**config.mk**
```make
export PLATFORM = sky130hd
export DESIGN_NAME = cap_divide
export DESIGN_NICKNAME = d
export VERILOG_FILES = /design/src/rtl/cap_div_cell.sv /design/src/rtl/cap_divide.sv
export SDC_FILE = /design/constraint.sdc
export NUM_CORES = 1
export LEC_CHECK = 0
export BUFFER_PORTS_ARGS = -buffer_cell sky130_fd_sc_hd__buf_2
export CAP_MARGIN = 15
export CORE_ASPECT_RATIO = 0.8
export CORE_UTILIZATION = 45
export DETAILED_ROUTE_END_ITERATION = 10
export GPL_ROUTABILITY_DRIVEN = 0
export PLACE_DENSITY = 0.63
export SLEW_MARGIN = 20
export SYNTH_ARGS = -nofsm -noshare
export SYNTH_HDL_FRONTEND = slang
export SYNTH_SLANG_ARGS = --single-unit
```
**constraint.sdc**
```tcl
create_clock -name clk -period 7.77 [get_ports clk]
set_input_delay 1.554 -clock clk [delete_from_list [all_inputs] [get_ports clk]]
set_output_delay 1.554 -clock clk [all_outputs]
set_load 0.005 [all_outputs]
```
**src/rtl/cap_div_cell.sv**
```systemverilog
`default_nettype none
module cap_div_cell #(
	parameter int NW = 16,
	parameter int DW = 8,
	parameter int QW = 8,
	parameter int STEP = 0
) (
	input logic clk,
	input logic en,
	input logic [NW-1:0] rem_i,
	input logic [DW-1:0] den_i,
	input logic [QW-1:0] quo_i,
	output logic [NW-1:0] rem_o,
	output logic [DW-1:0] den_o,
	output logic [QW-1:0] quo_o
);
	localparam int CW = NW + DW;

	logic [CW-1:0] rem_x;
	logic [CW-1:0] sub_x;
	logic [CW-1:0] dif_x;
	logic take;
	logic [NW-1:0] rem_q;
	logic [DW-1:0] den_q;
	logic [QW-1:0] quo_q;

	assign rem_x = CW'(rem_i);
	assign sub_x = CW'(den_i) << STEP;
	assign dif_x = rem_x - sub_x;
	assign take = (rem_x >= sub_x);

	always_ff @(posedge clk) begin
		if (en) begin
			rem_q <= take ? dif_x[NW-1:0] : rem_i;
			den_q <= den_i;
			quo_q <= {quo_i[QW-2:0], take};
		end
	end

	assign rem_o = rem_q;
	assign den_o = den_q;
	assign quo_o = quo_q;
endmodule
`default_nettype wire

```
**src/rtl/cap_divide.sv**
```systemverilog
`default_nettype none
module cap_divide #(
	parameter int NW = 16,
	parameter int DW = 8,
	parameter int QW = 8
) (
	input logic clk,
	input logic en,
	input logic [NW-1:0] num,
	input logic [DW-1:0] den,
	output logic [QW-1:0] quo
);
	logic [NW-1:0] rem_w [QW+1];
	logic [DW-1:0] den_w [QW+1];
	logic [QW-1:0] quo_w [QW+1];

	assign rem_w[0] = num;
	assign den_w[0] = den;
	assign quo_w[0] = '0;

	generate
		for (genvar k = 0; k < QW; k++) begin : g_cell
			cap_div_cell #(.NW(NW), .DW(DW), .QW(QW), .STEP(QW - 1 - k)) u_cell (
				.clk(clk),
				.en(en),
				.rem_i(rem_w[k]),
				.den_i(den_w[k]),
				.quo_i(quo_w[k]),
				.rem_o(rem_w[k+1]),
				.den_o(den_w[k+1]),
				.quo_o(quo_w[k+1])
			);
		end
	endgenerate

	assign quo = quo_w[QW];
endmodule
`default_nettype wire

```
# Word level (Yosys, flattened, before mapping)
# Index checks and enable logic that the tools add are counted.
[word_totals] reg_bits=204 out_inout_bits=8 inputBits=26
[classes] n_lt_le_gt_ge=8 muxes=7 addsub=7
[ops] op="2-to-1 mux 16 bit" count=7
[ops] op=">= comparator 16 x 10 -> 1 bit" count=1
[ops] op=">= comparator 16 x 11 -> 1 bit" count=1
[ops] op=">= comparator 16 x 12 -> 1 bit" count=1
[ops] op=">= comparator 16 x 13 -> 1 bit" count=1
[ops] op=">= comparator 16 x 14 -> 1 bit" count=1
[ops] op=">= comparator 16 x 15 -> 1 bit" count=1
[ops] op=">= comparator 16 x 8 -> 1 bit" count=1
[ops] op=">= comparator 16 x 9 -> 1 bit" count=1
[ops] op="subtractor 16 x 10 -> 16 bit" count=1
[ops] op="subtractor 16 x 11 -> 16 bit" count=1
[ops] op="subtractor 16 x 12 -> 16 bit" count=1
[ops] op="subtractor 16 x 13 -> 16 bit" count=1
[ops] op="subtractor 16 x 14 -> 16 bit" count=1
[ops] op="subtractor 16 x 15 -> 16 bit" count=1
[ops] op="subtractor 16 x 9 -> 16 bit" count=1

# Logic depth before layout (Yosys ltp)
[depth] ltp_word=2 depth_mapped=11 depth_no_buf=10

# By module
# From an unflattened synthesis, not the netlist that was laid out.
[hier_totals] cells_unflattened=945 area_unflattened_um2=12733.5
[modules_own_cells] module="cap_div_cell at g_cell[6].u_cell" cells_each=124 n_inst=1 area_per_inst_um2=1659.1
[modules_own_cells] module="cap_div_cell at g_cell[7].u_cell" cells_each=126 n_inst=1 area_per_inst_um2=1654.1
[modules_own_cells] module="cap_div_cell at g_cell[4].u_cell" cells_each=120 n_inst=1 area_per_inst_um2=1617.8
[modules_own_cells] module="cap_div_cell at g_cell[5].u_cell" cells_each=125 n_inst=1 area_per_inst_um2=1592.8
[modules_own_cells] module="cap_div_cell at g_cell[3].u_cell" cells_each=123 n_inst=1 area_per_inst_um2=1586.5
[modules_own_cells] module="cap_div_cell at g_cell[0].u_cell" cells_each=106 n_inst=1 area_per_inst_um2=1545.2
[modules_own_cells] module="cap_div_cell at g_cell[2].u_cell" cells_each=115 n_inst=1 area_per_inst_um2=1541.5
[modules_own_cells] module="cap_div_cell at g_cell[1].u_cell" cells_each=105 n_inst=1 area_per_inst_um2=1532.7
[modules_own_cells] module="cap_divide" cells_each=1 n_inst=1 area_per_inst_um2=3.8

# Worst setup path before layout
# No wires, ideal clock.
[synth_timing] kind="input to register" start="input port den[2]" end="register g_cell[0].u_cell.rem_q[7], data pin" n_path_buf=1 cell_stages=7 path_slack_ns=4.251 t_required_ns=7.503 t_arrival_ns=3.252 setup_time_ns=0.267 path_cell_list="inv_1 ha_1 a21oi_1 nor2b_1 o41ai_1 clkbuf_1 o21ai_0"
[synth_via] elab_chain_len=2
[synth_lines] item="start, declared" line_no="cap_divide.sv:10" rtl="input logic [DW-1:0] den,"
[synth_lines] item=">= comparator 16 x 15 -> 1 bit" line_no="cap_div_cell.sv:30" rtl="assign take = (rem_x >= sub_x);"
[synth_lines] item="2-to-1 mux 16 bit" line_no="cap_div_cell.sv:34" rtl="rem_q <= take ? dif_x[NW-1:0] : rem_i;"
[synth_lines] item="end signal, assigned" line_no="cap_div_cell.sv:34"
[synth_lines] item="end, declared" line_no="cap_div_cell.sv:23" rtl="logic [NW-1:0] rem_q;"
# No other way between the ends.
# A chain may end at the register's enable or synchronous reset.

# Worst setup path after layout
[layout_timing] start="input port num[7]" end="register g_cell[0].u_cell.rem_q[15], data pin"
[layout_via] elab_chain_len=2
[layout_lines] item="start, declared" line_no="cap_divide.sv:9" rtl="input logic [NW-1:0] num,"
[layout_lines] item="subtractor 16 x 15 -> 16 bit or >= comparator 16 x 15 -> 1 bit (tied branches)" line_no="cap_div_cell.sv:29, cap_div_cell.sv:30"
[layout_lines] item="2-to-1 mux 16 bit *" line_no="cap_div_cell.sv:34"
# Mark *: on every way between the ends. The rest lies on a longest branch, timed or not.

==> impl_metrics.ini <==
[logic_synthesis]
synth_area_um2 = 10280
postSynthAreaPerCell_um2 = 12.39
yosysSeqAreaShare_pct = 59.58
syn_inst = 830
synth_warnings = 0
synthFlopType = edfxtp_1
ys_seq_elements = 204
async_flop_share_pct = 0
syn-num-nets = 927
synth_edf_count = 204
synth_cell_type_count = 61

[timing]
finClkSkew_ps = 5.393
fin_crit_ps = 3100
fmax_mhz = 322.6
rsz0062_at_grt = no
worst_slew_margin_rel_pct = 34.95
tns_ps = 0
hold_ws_ps = 417.2
fin_crit_sh_pct = 39.90
setup-violations-final = 0
slew_viol_final = 0
hold_viol_final = 0
tightest_slew_ps = 975.8

[setup_path]
r2r_end = g_cell[6].u_cell.rem_o[15]$_DFFE_PP_
cp-end-kind = flop
rr_worst_depth = 8
crit_required_ps = 8020
cp.arrival_ps = 3350
worstSetupPathType = input pin to flop
path_delay_family = adder cells
worst_path_largest_cell_delay_ps = 420
path_cells = buf_2 > inv_1 > ha_1 > fa_1 > nor2b_1 > o21ai_0 > a21oi_1 > nor3_1 > a21oi_1 > mux2_2
crit_fanout = 3
crit_top_cell = a21oi_1
start_kind = input pin
path_buf_inv = 2
slowest_stage = fa_1
r2r_slack_ps = 4730
timing.rr.start = g_cell[5].u_cell.den_o[1]$_DFFE_PP_

[clock_tree]
cts_buffers = 22
h-tree-depth = 1
clk-insertion-delay-late_ps = 490
ctsResizeCount = 0
clkSlewWorstSetupHoldPaths_ps = 60
cts_tree = built
postCtsSetupBuffers = 0
cts_num_sinks = 204
clockBufferDepth = 3
hold_buffers = 0
cts_root_buf = clkbuf_16

[finish]
mostFrequentLayoutCells = 204 x edfxtp_1, 87 x inv_1, 64 x ha_1, 60 x nor2_1, 49 x o21ai_0
final-seq-area_um2 = 6126
final_layout_size_suffix_gt1_share_pct = 10.74
multi_input_area_um2 = 3791
final_util_pct = 51.46
mostFrequentLayoutCell = edfxtp_1
n_antenna_cell = 0
fill_cells = 1991
fin_cells = 1200
fin_nets = 976
area_growth_pct = 12.30

[die]
initial_utilization_pct = 45.82
die_h_um = 137.2
die_area_um2 = 23460
io_pins = 34
rows = 49
core_um2 = 22440
die_x_um = 171.0

[routing]
wl_mm = 16.14
first_pass_iters = 4
drtIter0Drc = 383
vias = 6175
drcViolationCount = 0
routedWlPerCell_um = 13.45
viasPerCell = 5.146
ant_nets = 0

[global_routing]
gr-usage-all-layers_pct = 14.55
grt_max_degree = 133
grt_first_pass_wirelength_mm = 27.47
grt_pass1_vias = 6102
grt-ovfl-total = 0
grt_antenna_before_repair = 0

[power_and_ir_drop]
ir_worst_vdd_uv = 152.5
power_density_nw_per_um2 = 305.6
p_leak_nw = 4.431

[place]
dpl.hpwl_mm = 11.47
io_buffers = 33
dpl.cell_count = 1161

[status]
outcome = finished, final reports clean

[hold_path]
hp-start = g_cell[5].u_cell.quo_o[2]$_DFFE_PP_
whs_path_depth = 0
hp-class = flop to flop
whs_endpoint = g_cell[6].u_cell.quo_o[3]$_DFFE_PP_

[run]
maxCapViolations = 0
-- final cells by class --
type	instances	share of cell area, %
inverters	87	2.828
clock inverters	12	1.159
clock buffers	27	5.114
repair buffers	36	1.701
well taps	306	3.316
multi-input cells	528	32.83
flip-flops and latches	204	53.05
-- routing by layer --
metal / track usage [%] / share of wire [%]
met1: 16.20 / 42
met2: 27.78 / 51
met3: 2.787 / 3.5
met4: 4.861 / 2.9
met5: 0 / 0
-- how the worst max path moves through the flow --
stage               slack, ps                           startpoint                                   end  depth (start not counted)
CTS                      4680                                   en   g_cell[0].u_cell.rem_o[9]$_DFFE_PP_                          2
global route             4520  g_cell[5].u_cell.den_o[1]$_DFFE_PP_   g_cell[6].u_cell.rem_o[9]$_DFFE_PP_                          8
finish                   4670                               num[7]  g_cell[0].u_cell.rem_o[15]$_DFFE_PP_                         10
detailed placement       4150                                   en   g_cell[0].u_cell.den_o[6]$_DFFE_PP_                          2
global placement         4170                                   en   g_cell[0].u_cell.den_o[6]$_DFFE_PP_                          2
floorplan                4250                               den[2]   g_cell[0].u_cell.rem_o[7]$_DFFE_PP_                          7
-- flip-flops by register name (all words and copies together), names as in the netlist --
name and cells:
g_cell.u_cell.rem_o 112, g_cell.u_cell.den_o 56, g_cell.u_cell.quo_o 36
-- power breakdown --
| group | switching (W) | internal [W] |
|---|---|---|
| sequential | 0.000120 | 0.00148 |
| clock | 0.000395 | 0.000637 |
| combinational | 0.000478 | 0.000416 |
-- Yosys cell counts, types with 3 or more instances --
cell type / number / share of area (%)
nand2b_1: 10 / 0.61
nor3_1: 25 / 1.2
a21o_1: 14 / 1.0
xnor2_1: 24 / 2.0
nor2_1: 60 / 2.2
edfxtp_1: 204 / 60
clkbuf_1: 7 / 0.26
o21a_1: 16 / 1.2
xor2_1: 24 / 2.0
inv_1: 87 / 3.2
mux2_2: 17 / 1.9
or3_1: 8 / 0.49
o21ai_0: 49 / 2.4
and3_1: 4 / 0.24
nor2b_1: 16 / 0.97
a211oi_1: 5 / 0.37
buf_2: 3 / 0.15
nand4b_1: 3 / 0.26
o41ai_1: 4 / 0.34
nor4_1: 11 / 0.67
nand4_1: 5 / 0.30
ha_1: 64 / 7.8
nand2_1: 46 / 1.7
nand3_1: 7 / 0.34
o31ai_1: 8 / 0.58
o31a_1: 4 / 0.34
o2111ai_1: 4 / 0.34
a21oi_1: 48 / 2.3
a31oi_1: 3 / 0.18
fa_1: 7 / 1.4
nor3b_1: 3 / 0.22
-- per-stage QoR --
step | worst slack [ps] | cell area (µm²) | power [W]
after floorplan | 4251 | 10280 | 0.002300
after global placement | 4167 | 10820 | 0.002494
after detailed placement | 4151 | 10820 | 0.002510
after CTS | 4681 | 11540 | 0.003561
after global routing | 4523 | 11550 | 0.003751
final | 4670 | 11550 | 0.003528
-- cells by family (layout without fill, tap and decap cells) --
logic type	Yosys count	in the layout	share of synthesized area, %
adder cells (fa/ha/maj)	71	71	9.151
AO/OA/AOI/OAI	176	176	10.85
XOR/XNOR	48	48	4.089
buffers and inverters	98	162	3.687
multiplexers	19	19	2.056
flip-flops	204	204	59.58
AND/OR/NAND/NOR	214	214	10.59
Note: power is estimated with default switching activity, not from simulation.
