`config.mk`:
```
export PLATFORM = sky130hd
export DESIGN_NAME = cap_cordic_cell
export DESIGN_NICKNAME = d
export VERILOG_FILES = /design/src/rtl/cap_pkg.sv /design/src/rtl/cap_cordic_cell.sv
export SDC_FILE = /design/constraint.sdc
export NUM_CORES = 1
export LEC_CHECK = 0
export BUFFER_PORTS_ARGS = -buffer_cell sky130_fd_sc_hd__buf_2
export CORE_ASPECT_RATIO = 0.75
export CORE_MARGIN = 2
export CORE_UTILIZATION = 29
export DETAILED_ROUTE_END_ITERATION = 16
export GPL_TIMING_DRIVEN = 1
export RECOVER_POWER = 50
export SYNTH_ARGS = -nofsm -noshare
export SYNTH_HDL_FRONTEND = slang
export SYNTH_SLANG_ARGS = --single-unit
```
`constraint.sdc`:
```
create_clock -name clk -period 12.47 [get_ports clk]
set_input_delay 2.494 -clock clk [delete_from_list [all_inputs] [get_ports clk]]
set_output_delay 2.494 -clock clk [all_outputs]
set_load 0.01 [all_outputs]
```
`src/rtl/cap_pkg.sv`:
```
`default_nettype none
package cap_pkg;

	localparam int DATA_WIDTH_DEF = 32;
	localparam int FRAC_BITS_DEF = 16;

	localparam int FOLD_W = 3;
	localparam logic [FOLD_W-1:0] FOLD_RESET = 3'd2;

	localparam int CORDIC_STEPS = 23;
	localparam int XW = 62;
	localparam int ZW = 27;
	localparam int NORM_TOP = 57;
	localparam int NORM_STAGES = 6;
	localparam int ANG_W = 25;

	localparam logic signed [ZW-1:0] Q16_90 = ZW'(5898240);
	localparam logic signed [ZW-1:0] Q16_180 = ZW'(11796480);
	localparam logic signed [ZW-1:0] Q16_360 = ZW'(23592960);

	localparam int K_W = 38;
	localparam int K_SPLIT = 19;
	localparam logic [K_W-1:0] RAD2DEG_Q32 = 38'd246083499208;
	localparam logic [K_SPLIT-1:0] K_HI = RAD2DEG_Q32[K_W-1:K_SPLIT];
	localparam logic [K_SPLIT-1:0] K_LO = RAD2DEG_Q32[K_SPLIT-1:0];
	localparam int ROUND_BIT = 31;
	localparam int OUT_SHIFT = 32;

	typedef struct packed {
		logic amp_zero;
		logic pu_zero;
	} cap_flags_t;

	function automatic int max_int(input int a, input int b);
		return (a > b) ? a : b;
	endfunction

	function automatic logic signed [ZW-1:0] atan_deg(input int step);
		logic signed [ZW-1:0] v;
		case (step)
			0: v = ZW'(2949120);
			1: v = ZW'(1740967);
			2: v = ZW'(919879);
			3: v = ZW'(466945);
			4: v = ZW'(234379);
			5: v = ZW'(117304);
			6: v = ZW'(58666);
			7: v = ZW'(29335);
			8: v = ZW'(14668);
			9: v = ZW'(7334);
			10: v = ZW'(3667);
			11: v = ZW'(1833);
			12: v = ZW'(917);
			13: v = ZW'(458);
			14: v = ZW'(229);
			15: v = ZW'(115);
			16: v = ZW'(57);
			17: v = ZW'(29);
			18: v = ZW'(14);
			19: v = ZW'(7);
			20: v = ZW'(4);
			21: v = ZW'(2);
			22: v = ZW'(1);
			default: v = '0;
		endcase
		return v;
	endfunction

endpackage
`default_nettype wire

```
`src/rtl/cap_cordic_cell.sv`:
```
`default_nettype none
module cap_cordic_cell #(
	parameter int STEP = 0
) (
	input logic clk,
	input logic en,
	input logic signed [cap_pkg::XW-1:0] x_i,
	input logic signed [cap_pkg::XW-1:0] y_i,
	input logic signed [cap_pkg::ZW-1:0] z_i,
	output logic signed [cap_pkg::XW-1:0] x_o,
	output logic signed [cap_pkg::XW-1:0] y_o,
	output logic signed [cap_pkg::ZW-1:0] z_o
);
	import cap_pkg::*;

	localparam logic signed [ZW-1:0] ANGLE = atan_deg(STEP);

	logic signed [XW-1:0] dx;
	logic signed [XW-1:0] dy;
	logic pos;
	logic signed [XW-1:0] x_q;
	logic signed [XW-1:0] y_q;
	logic signed [ZW-1:0] z_q;

	assign dx = y_i >>> STEP;
	assign dy = x_i >>> STEP;
	assign pos = !y_i[XW-1] && (y_i != '0);

	always_ff @(posedge clk) begin
		if (en) begin
			if (pos) begin
				x_q <= x_i + dx;
				y_q <= y_i - dy;
				z_q <= z_i + ANGLE;
			end else begin
				x_q <= x_i - dx;
				y_q <= y_i + dy;
				z_q <= z_i - ANGLE;
			end
		end
	end

	assign x_o = x_q;
	assign y_o = y_q;
	assign z_o = z_q;
endmodule
`default_nettype wire

```
; After elaboration in Yosys (flattened, before gate mapping)
; Index checks and enable logic that the tools add are counted.
; Widths: inputs -> output; s select.
[classes]
div_mod_pow = 0
n_addsub = 5
n_mul = 0
magnitude_cmp = 0
shifts = 0
mux = 3
bitwise_logic = 0
n_reduce_logical = 3
eq_ne = 0
[ops]
columns = op, count
row1 = $mux 62, 2
row2 = $sub 62x62->62, 2
row3 = $add 62x62->62, 1
row4 = $reduce_bool 62->1, 1
row5 = $add 27x23->27 const B, 1
row6 = $mux 27, 1
row7 = $sub 27x23->27 const B, 1
row8 = $logic_and 1x1->1, 1
row9 = $logic_not 1->1, 1
[totals]
latch_bits = 0
mem_bits_ro = 0
ramBits = 0
regBits = 151
out_inout_bits = 151
mem_count = 0
input_bits = 153

; Logic depth before layout (Yosys ltp)
; Gate-level depths: netlist of run 1.
[depth]
ltp_word = 3
mapped_depth = 18
ltp_nobuf = 16

; Least setup slack after synthesis of run 1
; OpenSTA, ideal clock, no wires.
[synth_timing]
path_kind = input-to-reg
startpoint = in y_i[3] in the netlist's numbering
endpoint = reg z_q[25] (netlist: z_o[25]) (data pin)
arrival_ns = 5.605
path_slack_ns = 6.608
path_buffers = 2
stages = 18
path_cell_list = nor4_1 > nand4_1 > nor4_1 > nor2_1 > inv_1 > clkbuf_1 > buf_1 > ha_1 > a21o_1 > a21oi_1 > o21ai_0 > a21oi_1 > nand2b_1 > a21boi_0 > o21ai_0 > nand2b_1 > a21oi_1 > xnor2_1
[synth_between]
elab_chain_cells = 3
[synth_rtl]
columns = element, line_no
row1 = start: declaration, cap_cordic_cell.sv:8  ; input logic signed [cap_pkg::XW-1:0] y_i,
row2 = $reduce_bool 62->1, cap_cordic_cell.sv:27  ; assign pos = !y_i[XW-1] && (y_i != '0);
row3 = $logic_and 1x1->1, cap_cordic_cell.sv:27
row4 = $mux 27, cap_cordic_cell.sv:31  ; if (pos) begin
row5 = end signal: assignment, cap_cordic_cell.sv:34  ; z_q <= z_i + ANGLE;
row6 = end signal: assignment, cap_cordic_cell.sv:38  ; z_q <= z_i - ANGLE;
row7 = end: declaration, cap_cordic_cell.sv:23  ; logic signed [ZW-1:0] z_q;
; Every way passes these cells.
; A chain may end at the register's enable or synchronous reset.

; Worst setup path after layout of run 1
[layout_timing]
startpoint = in en
endpoint = reg y_q[13] (netlist: y_o[13]), enable pin
[layout_rtl]
columns = element, line_no
row1 = start: declaration, cap_cordic_cell.sv:6  ; input logic en,
row2 = end signal: assignment, cap_cordic_cell.sv:33  ; y_q <= y_i - dy;
row3 = end signal: assignment, cap_cordic_cell.sv:37  ; y_q <= y_i + dy;
row4 = end: declaration, cap_cordic_cell.sv:22  ; logic signed [XW-1:0] y_q;
; No word-level cell between the ends.

==> results of run 1 <==
-- routing by layer --
metal	vias up	global-route usage, %	part of all wire [%]
met3	110	6.03	10
met1	8662	37.4	47
met4	8	7.08	2.2
met5	-	0	0.071
li1	8110	-	-
met2	981	34.6	40
-- power breakdown --
part	internal [mW]	leakage (nW)	switching [mW]
Combinational	0.288	6.19	0.608
Clock	0.273	0.300	0.279
Sequential	0.667	1.47	0.0281
-- metrics by stage --
stage / utilization, % / instance area, sq um
4_1_cts: 34.3 / 19700
2_1_floorplan: - / 16800
5_1_grt: 34.0 / 19500
3_3_place_gp: 33.2 / 19000
3_5_place_dp: 33.2 / 19000
6_report: 34.0 / 19500
-- cells in the mapped netlist (39+ instances only) --
| cell | count | area share (%) |
|---|---|---|
| a21oi_1 | 277 | 8.2 |
| inv_1 | 202 | 4.5 |
| ha_1 | 192 | 14 |
| nor2_1 | 182 | 4.1 |
| edfxtp_1 | 150 | 27 |
| o21ai_0 | 147 | 4.4 |
| nand2_1 | 124 | 2.8 |
| xnor2_1 | 124 | 6.5 |
| clkbuf_1 | 56 | 1.2 |
| o21bai_1 | 56 | 2.5 |
| nand4_1 | 46 | 1.7 |
| a21o_1 | 43 | 1.9 |
| nor4_1 | 39 | 1.5 |
-- registers in the layout (all words and copies together) (netlist names) --
signal,flops
y_o,61
x_o,62
z_o,27
-- layout by cell type (no fill, tap or decap), drive strengths merged, types with 26 or more instances in the layout --
cell type,instances
a21oi,280
inv,211
ha,192
buf,185
nor2,182
o21ai,152
edfxtp,150
clkbuf,146
xnor2,124
nand2,124
o21bai,56
nand4,46
a21o,43
nor4,39
nor3,36
nand3,35
a211oi,26
-- cell type report --
class | instances | area (sq um) | share of cell area [%]
Antenna cell | 4 | 10.0 | 0.0513
Clock buffer | 17 | 425 | 2.18
Clock inverter | 15 | 191 | 0.982
Inverter | 209 | 786 | 4.03
Multi-Input combinational cell | 1644 | 11200 | 57.3
Sequential cell | 150 | 4500 | 23.1
Tap cell | 780 | 976 | 5.01
Timing Repair Buffer | 314 | 1440 | 7.37
-- final timing paths --
kind	end	slack, ns	depth (start not counted)
max	y_o[13]$_DFFE_PP_	5.36	2
min	z_o[11]$_DFFE_PP_	2.16	1
-- cells by family after synthesis --
group                    count (synthesis)  share of synthesized area (%)
AO/OA/AOI/OAI                          759                           28.5
adder cells (fa/ha/maj)                196                           14.8
AND/OR/NAND/NOR                        546                           15.5
flip-flops                             150                           26.8
buffers and inverters                  300                           6.87
XOR/XNOR                               127                           6.61
multiplexers                            16                          0.960
==> flow_metrics.env, run 1 <==
export IMPL_synth_edf_count=150
export IMPL_slew_viol_final=83
export IMPL_power_mw=2.14
export IMPL_p_per_area_nw_per_um2=110
export IMPL_clk_pin_slew_ns=0.08
export IMPL_rsz0062_at_grt="false"
export IMPL_synth_distinct_cells=84
export IMPL_cp_required_ns=12.58
export IMPL_grt_pass1_vias=16653
export IMPL_layout_drive_gt1_share_pct=10.9
export IMPL_setup_slack_ns=5.36
export IMPL_numClockSinks=150
export IMPL_slowest_delay_ns=3.34
export IMPL_netlist_area_sq_um=16800
export IMPL_num_rows=76
export IMPL_cts_tree="built"
export IMPL_synth_avg_cell_area_sq_um=8.03
export IMPL_wl_per_cell_microns=24.3
export IMPL_path_cells="clkbuf_1 > buf_4"
export IMPL_port_buffers=303
export IMPL_antenna_found_initial=7
export IMPL_grt_pass1_wl_microns=110000
export IMPL_cpMaxStageDelayCell="clkbuf_1"
export IMPL_worstPathMaxFanout=82
export IMPL_post_route_period_util_pct=57.0
export IMPL_setup_tns_ns=0
export IMPL_first_iter_violations=2112
export IMPL_fp_dieH_microns=213
export IMPL_holdWs_ns=2.16
export IMPL_crit_arrival_ns=7.22
export IMPL_via_count=17871
export IMPL_dieArea_sq_um=60000
export IMPL_remaining_drc_errors=0
export IMPL_worstSetupStartpoint="en"
export IMPL_async_flop_share_pct=0
export IMPL_grt_max_degree=83
export IMPL_hold_buffers=0
export IMPL_worstHoldStart="z_i[11]"
export IMPL_clock_root_buffer="clkbuf_16"
export IMPL_area_growth_pct=15.9
export IMPL_outcome="finished, violations left"
export IMPL_fmax_ghz=0.141
export IMPL_ios=304
export IMPL_cts_max_level=4
export IMPL_nFillCells=6146
export IMPL_layout_nets=2685
export IMPL_dp_cells=3097
export IMPL_hold_viol=0
export IMPL_vdd_drop_max_mv=0.0787
export IMPL_overflow=0
export IMPL_yosysSeqAreaShare_pct=26.8
export IMPL_yosysWarnings=0
export IMPL_drt_pass1_iterations=6
export IMPL_synth_seq_cells=150
export IMPL_worstSetupEndpointType="flip-flop"
export IMPL_max_cap_violations=1
export IMPL_syn_nets=2443
export IMPL_vias_per_cell=5.70
export IMPL_path_delay_family="buffers and inverters"
export IMPL_slew_headroom_pct=-227
export IMPL_cts_path_max_buffers=2
export IMPL_ys_flop_type="edfxtp_1"
export IMPL_min_period_ns=7.11
export IMPL_hpwl_microns=61800
export IMPL_pre_cts_ws_ns=5.50
export IMPL_violations="capacitance limit, slew limit"
export IMPL_stdcell_count=3133
export IMPL_worstSetupPathType="in -> reg"
export IMPL_die_x_microns=282
export IMPL_startpoint_type="input port"
export IMPL_min_path_type="in -> reg"
export IMPL_cts_setup_buffers=0
export IMPL_cp_num_buf_inv=2
export IMPL_wl_microns=76000
export IMPL_leakagePower_nw=7.95
export IMPL_antenna_left=0
export IMPL_cts_resized=0
export IMPL_grt_total_usage_pct=24.9
export IMPL_core_area_sq_um=57300
export IMPL_initial_core_util_pct=29.3
export IMPL_gp_congestion=0.976
export IMPL_numCtsBuffers=17
export IMPL_setup_violations=0
export IMPL_synthCells=2094
export IMPL_tightest_slew_ns=4.90
(Power assumes the default switching activity.)
==> inputs of run 2 (changes only) <==
--- a/config.mk
+++ b/config.mk
@@ -5,6 +5,7 @@
 export SDC_FILE = /design/constraint.sdc
 export NUM_CORES = 1
 export LEC_CHECK = 0
+export ABC_AREA = 1
 export BUFFER_PORTS_ARGS = -buffer_cell sky130_fd_sc_hd__buf_2
 export CORE_ASPECT_RATIO = 0.75
 export CORE_MARGIN = 2
==> constraint.sdc (replaced) <==
create_clock -name clk -period 6.7 [get_ports clk]
set_input_delay 1.34 -clock clk [delete_from_list [all_inputs] [get_ports clk]]
set_output_delay 1.34 -clock clk [all_outputs]
set_load 0.01 [all_outputs]
==> flow_metrics.env, run 2 <==
export IMPL_vias_per_cell=4.90
export IMPL_via_count=25215
export IMPL_vdd_drop_max_mv=0.226
export IMPL_drt_pass1_iterations=8
export IMPL_ios=304
export IMPL_yosysSeqAreaShare_pct=20.3
export IMPL_gp_congestion=1.04
export IMPL_worstSetupEndpointType="flip-flop"
export IMPL_final_cell_mix="1488 x nand2_1, 835 x inv_1, 308 x nand3_1"
export IMPL_syn_nets=4213
export IMPL_setup_tns_ns=0
export IMPL_area_growth_pct=12.4
export IMPL_final_common_cell="nand2_1"
export IMPL_async_flop_share_pct=0
export IMPL_rsz0062_at_grt="false"
export IMPL_port_buffers=303
export IMPL_synth_top_area_cell="nand2_1"
export IMPL_final_util_pct=33.0
export IMPL_holdWs_ns=1.00
export IMPL_synth_distinct_cells=42
export IMPL_tightest_slew_ns=0.986
export IMPL_min_period_ns=4.30
export IMPL_slew_headroom_pct=33.7
export IMPL_layout_nets=4457
export IMPL_slew_viol_final=0
export IMPL_leakagePower_nw=14.0
export IMPL_synth_most_common_cell="nand2_1"
export IMPL_endpoint="z_o[23]$_DFFE_PP_"
export IMPL_numClockSinks=150
export IMPL_die_x_microns=323
export IMPL_num_rows=87
export IMPL_hpwl_microns=86400
export IMPL_switching_share_pct=47.3
export IMPL_synth_seq_cells=150
export IMPL_cts_path_max_buffers=2
export IMPL_yosysWarnings=0
export IMPL_ys_flop_type="edfxtp_1"
export IMPL_remaining_drc_errors=0
export IMPL_grt_pass1_vias=22971
export IMPL_synth_top_cell_area_share_pct=25.2
export IMPL_first_iter_violations=2755
export IMPL_worstSetupPathType="in -> reg"
export IMPL_combPwrFrac_pct=45.8
export IMPL_layout_drive_gt1_share_pct=6.75
export IMPL_netlist_area_sq_um=22200
export IMPL_largest_register_ffs=62
export IMPL_min_path_type="in -> reg"
export IMPL_dieArea_sq_um=78600
export IMPL_ys_top_cells_by_area="nand2_1 25%, edfxtp_1 20%, inv_1 14%, ha_1 11%, nand3_1 7.0%"
export IMPL_synth_edf_count=150
export IMPL_crit_arrival_ns=4.56
export IMPL_switching_power_mw=2.05
export IMPL_ys_top_cells_by_count="1489 x nand2_1, 835 x inv_1, 308 x nand3_1, 252 x nor2_1, 192 x ha_1"
export IMPL_hold_buffers=0
export IMPL_wl_microns=101000
export IMPL_grt_total_usage_pct=25.2
export IMPL_cts_tree="built"
export IMPL_clock_root_buffer="clkbuf_16"
export IMPL_cp_required_ns=6.96
export IMPL_initial_core_util_pct=29.4
export IMPL_synthCells=3864
export IMPL_antenna_left=0
export IMPL_post_route_period_util_pct=64.2
export IMPL_numCtsBuffers=17
export IMPL_worstSetupStartpoint="y_i[61]"
export IMPL_grt_pass1_wl_microns=145000
export IMPL_overflow=0
export IMPL_nFillCells=8729
export IMPL_core_area_sq_um=75400
export IMPL_fp_dieH_microns=243
export IMPL_p_int_mw=2.29
export IMPL_cts_resized=0
export IMPL_grt_max_degree=75
export IMPL_p_per_area_nw_per_um2=174
export IMPL_max_cap_violations=0
export IMPL_worstPathMaxFanout=8
export IMPL_outcome="completed"
export IMPL_antenna_found_initial=4
export IMPL_cts_setup_buffers=0
export IMPL_cts_max_level=4
export IMPL_power_frac_seq_pct=29.6
export IMPL_hold_viol=0
export IMPL_startpoint_type="input port"
export IMPL_synth_avg_cell_area_sq_um=5.73
export IMPL_fmax_ghz=0.232
export IMPL_wl_per_cell_microns=19.7
export IMPL_clockPowerShare_pct=24.6
export IMPL_setup_violations=0
export IMPL_clk_pin_slew_ns=0.08
[run 2: stage by stage]
stage / setup slack [ns] / power, mW / std cells / area (sq um)
6_report: 2.40 / 4.34 / 5146 / 24900
5_1_grt: 2.33 / 4.57 / 5145 / 24900
4_1_cts: 2.61 / 4.33 / 5144 / 25100
3_5_place_dp: 2.08 / 3.26 / 5112 / 24500
3_3_place_gp: 2.02 / 3.26 / 5112 / 24500
2_1_floorplan: 3.02 / 2.47 / 3864 / 22200
[run 2: worst min-delay path by stage]
stage           start          endpoint  depth (start not counted)
6_report       z_i[2]  z_o[2]$_DFFE_PP_                          1
5_1_grt        z_i[2]  z_o[2]$_DFFE_PP_                          1
4_1_cts        z_i[6]  z_o[6]$_DFFE_PP_                          1
3_5_place_dp   z_i[6]  z_o[6]$_DFFE_PP_                          1
3_3_place_gp   z_i[2]  z_o[2]$_DFFE_PP_                          1
2_1_floorplan  z_i[0]  z_o[0]$_DFFE_PP_                          0
[run 2: cells by family (layout without fill, tap and decap cells)]
| group | after synthesis | after routing | share of synthesized area (%) |
|---|---|---|---|
| other | 0 | 2 | 0 |
| xor gates and xnor gates | 74 | 74 | 2.93 |
| buffers and inverters | 927 | 1184 | 16.8 |
| and+or+nand+nor | 2205 | 2205 | 41.4 |
| adders and majority gates | 196 | 196 | 11.2 |
| DFF | 150 | 150 | 20.3 |
| AOI/OAI and AO/OA | 312 | 312 | 7.39 |
[run 2: layout make-up]
type	count	area (sq um)	share of cell area [%]
diodes	2	5.00	0.0201
clock buffers	17	425	1.71
clock inverters	15	166	0.668
inverters	843	3160	12.7
multi-input cells	2787	14000	56.0
flip-flops and latches	150	4500	18.1
well taps	1023	1280	5.14
repair buffers	309	1400	5.61
[run 2: routing by layer]
metal,GRT usage [%],part of all wire (%),wire length (microns)
met1,37.6,47,47800
met4,7.02,2.6,2600
met3,6.38,11,11300
met2,35.2,39,39700
met5,0,0,0
[run 2: power by group through the flow]
stage	sequential (mW)	clock (mW)	combinational (mW)
6_report	1.29	1.07	1.99
5_1_grt	1.30	1.11	2.17
4_1_cts	1.28	1.09	1.96
3_5_place_dp	1.30	0	1.95
3_3_place_gp	1.31	0	1.95
2_1_floorplan	1.33	0	1.14
[run 2: worst max-delay path, cell delays in order]
cell	delay [ns]
buf_2	0.18
nor4_1	0.74
nand3_1	0.25
nor2_1	0.60
nand2_1	0.22
nand2_4	0.18
ha_1	0.29
a21oi_1	0.15
o21ai_0	0.12
a21oi_1	0.21
o211a_1	0.19
xor2_1	0.06
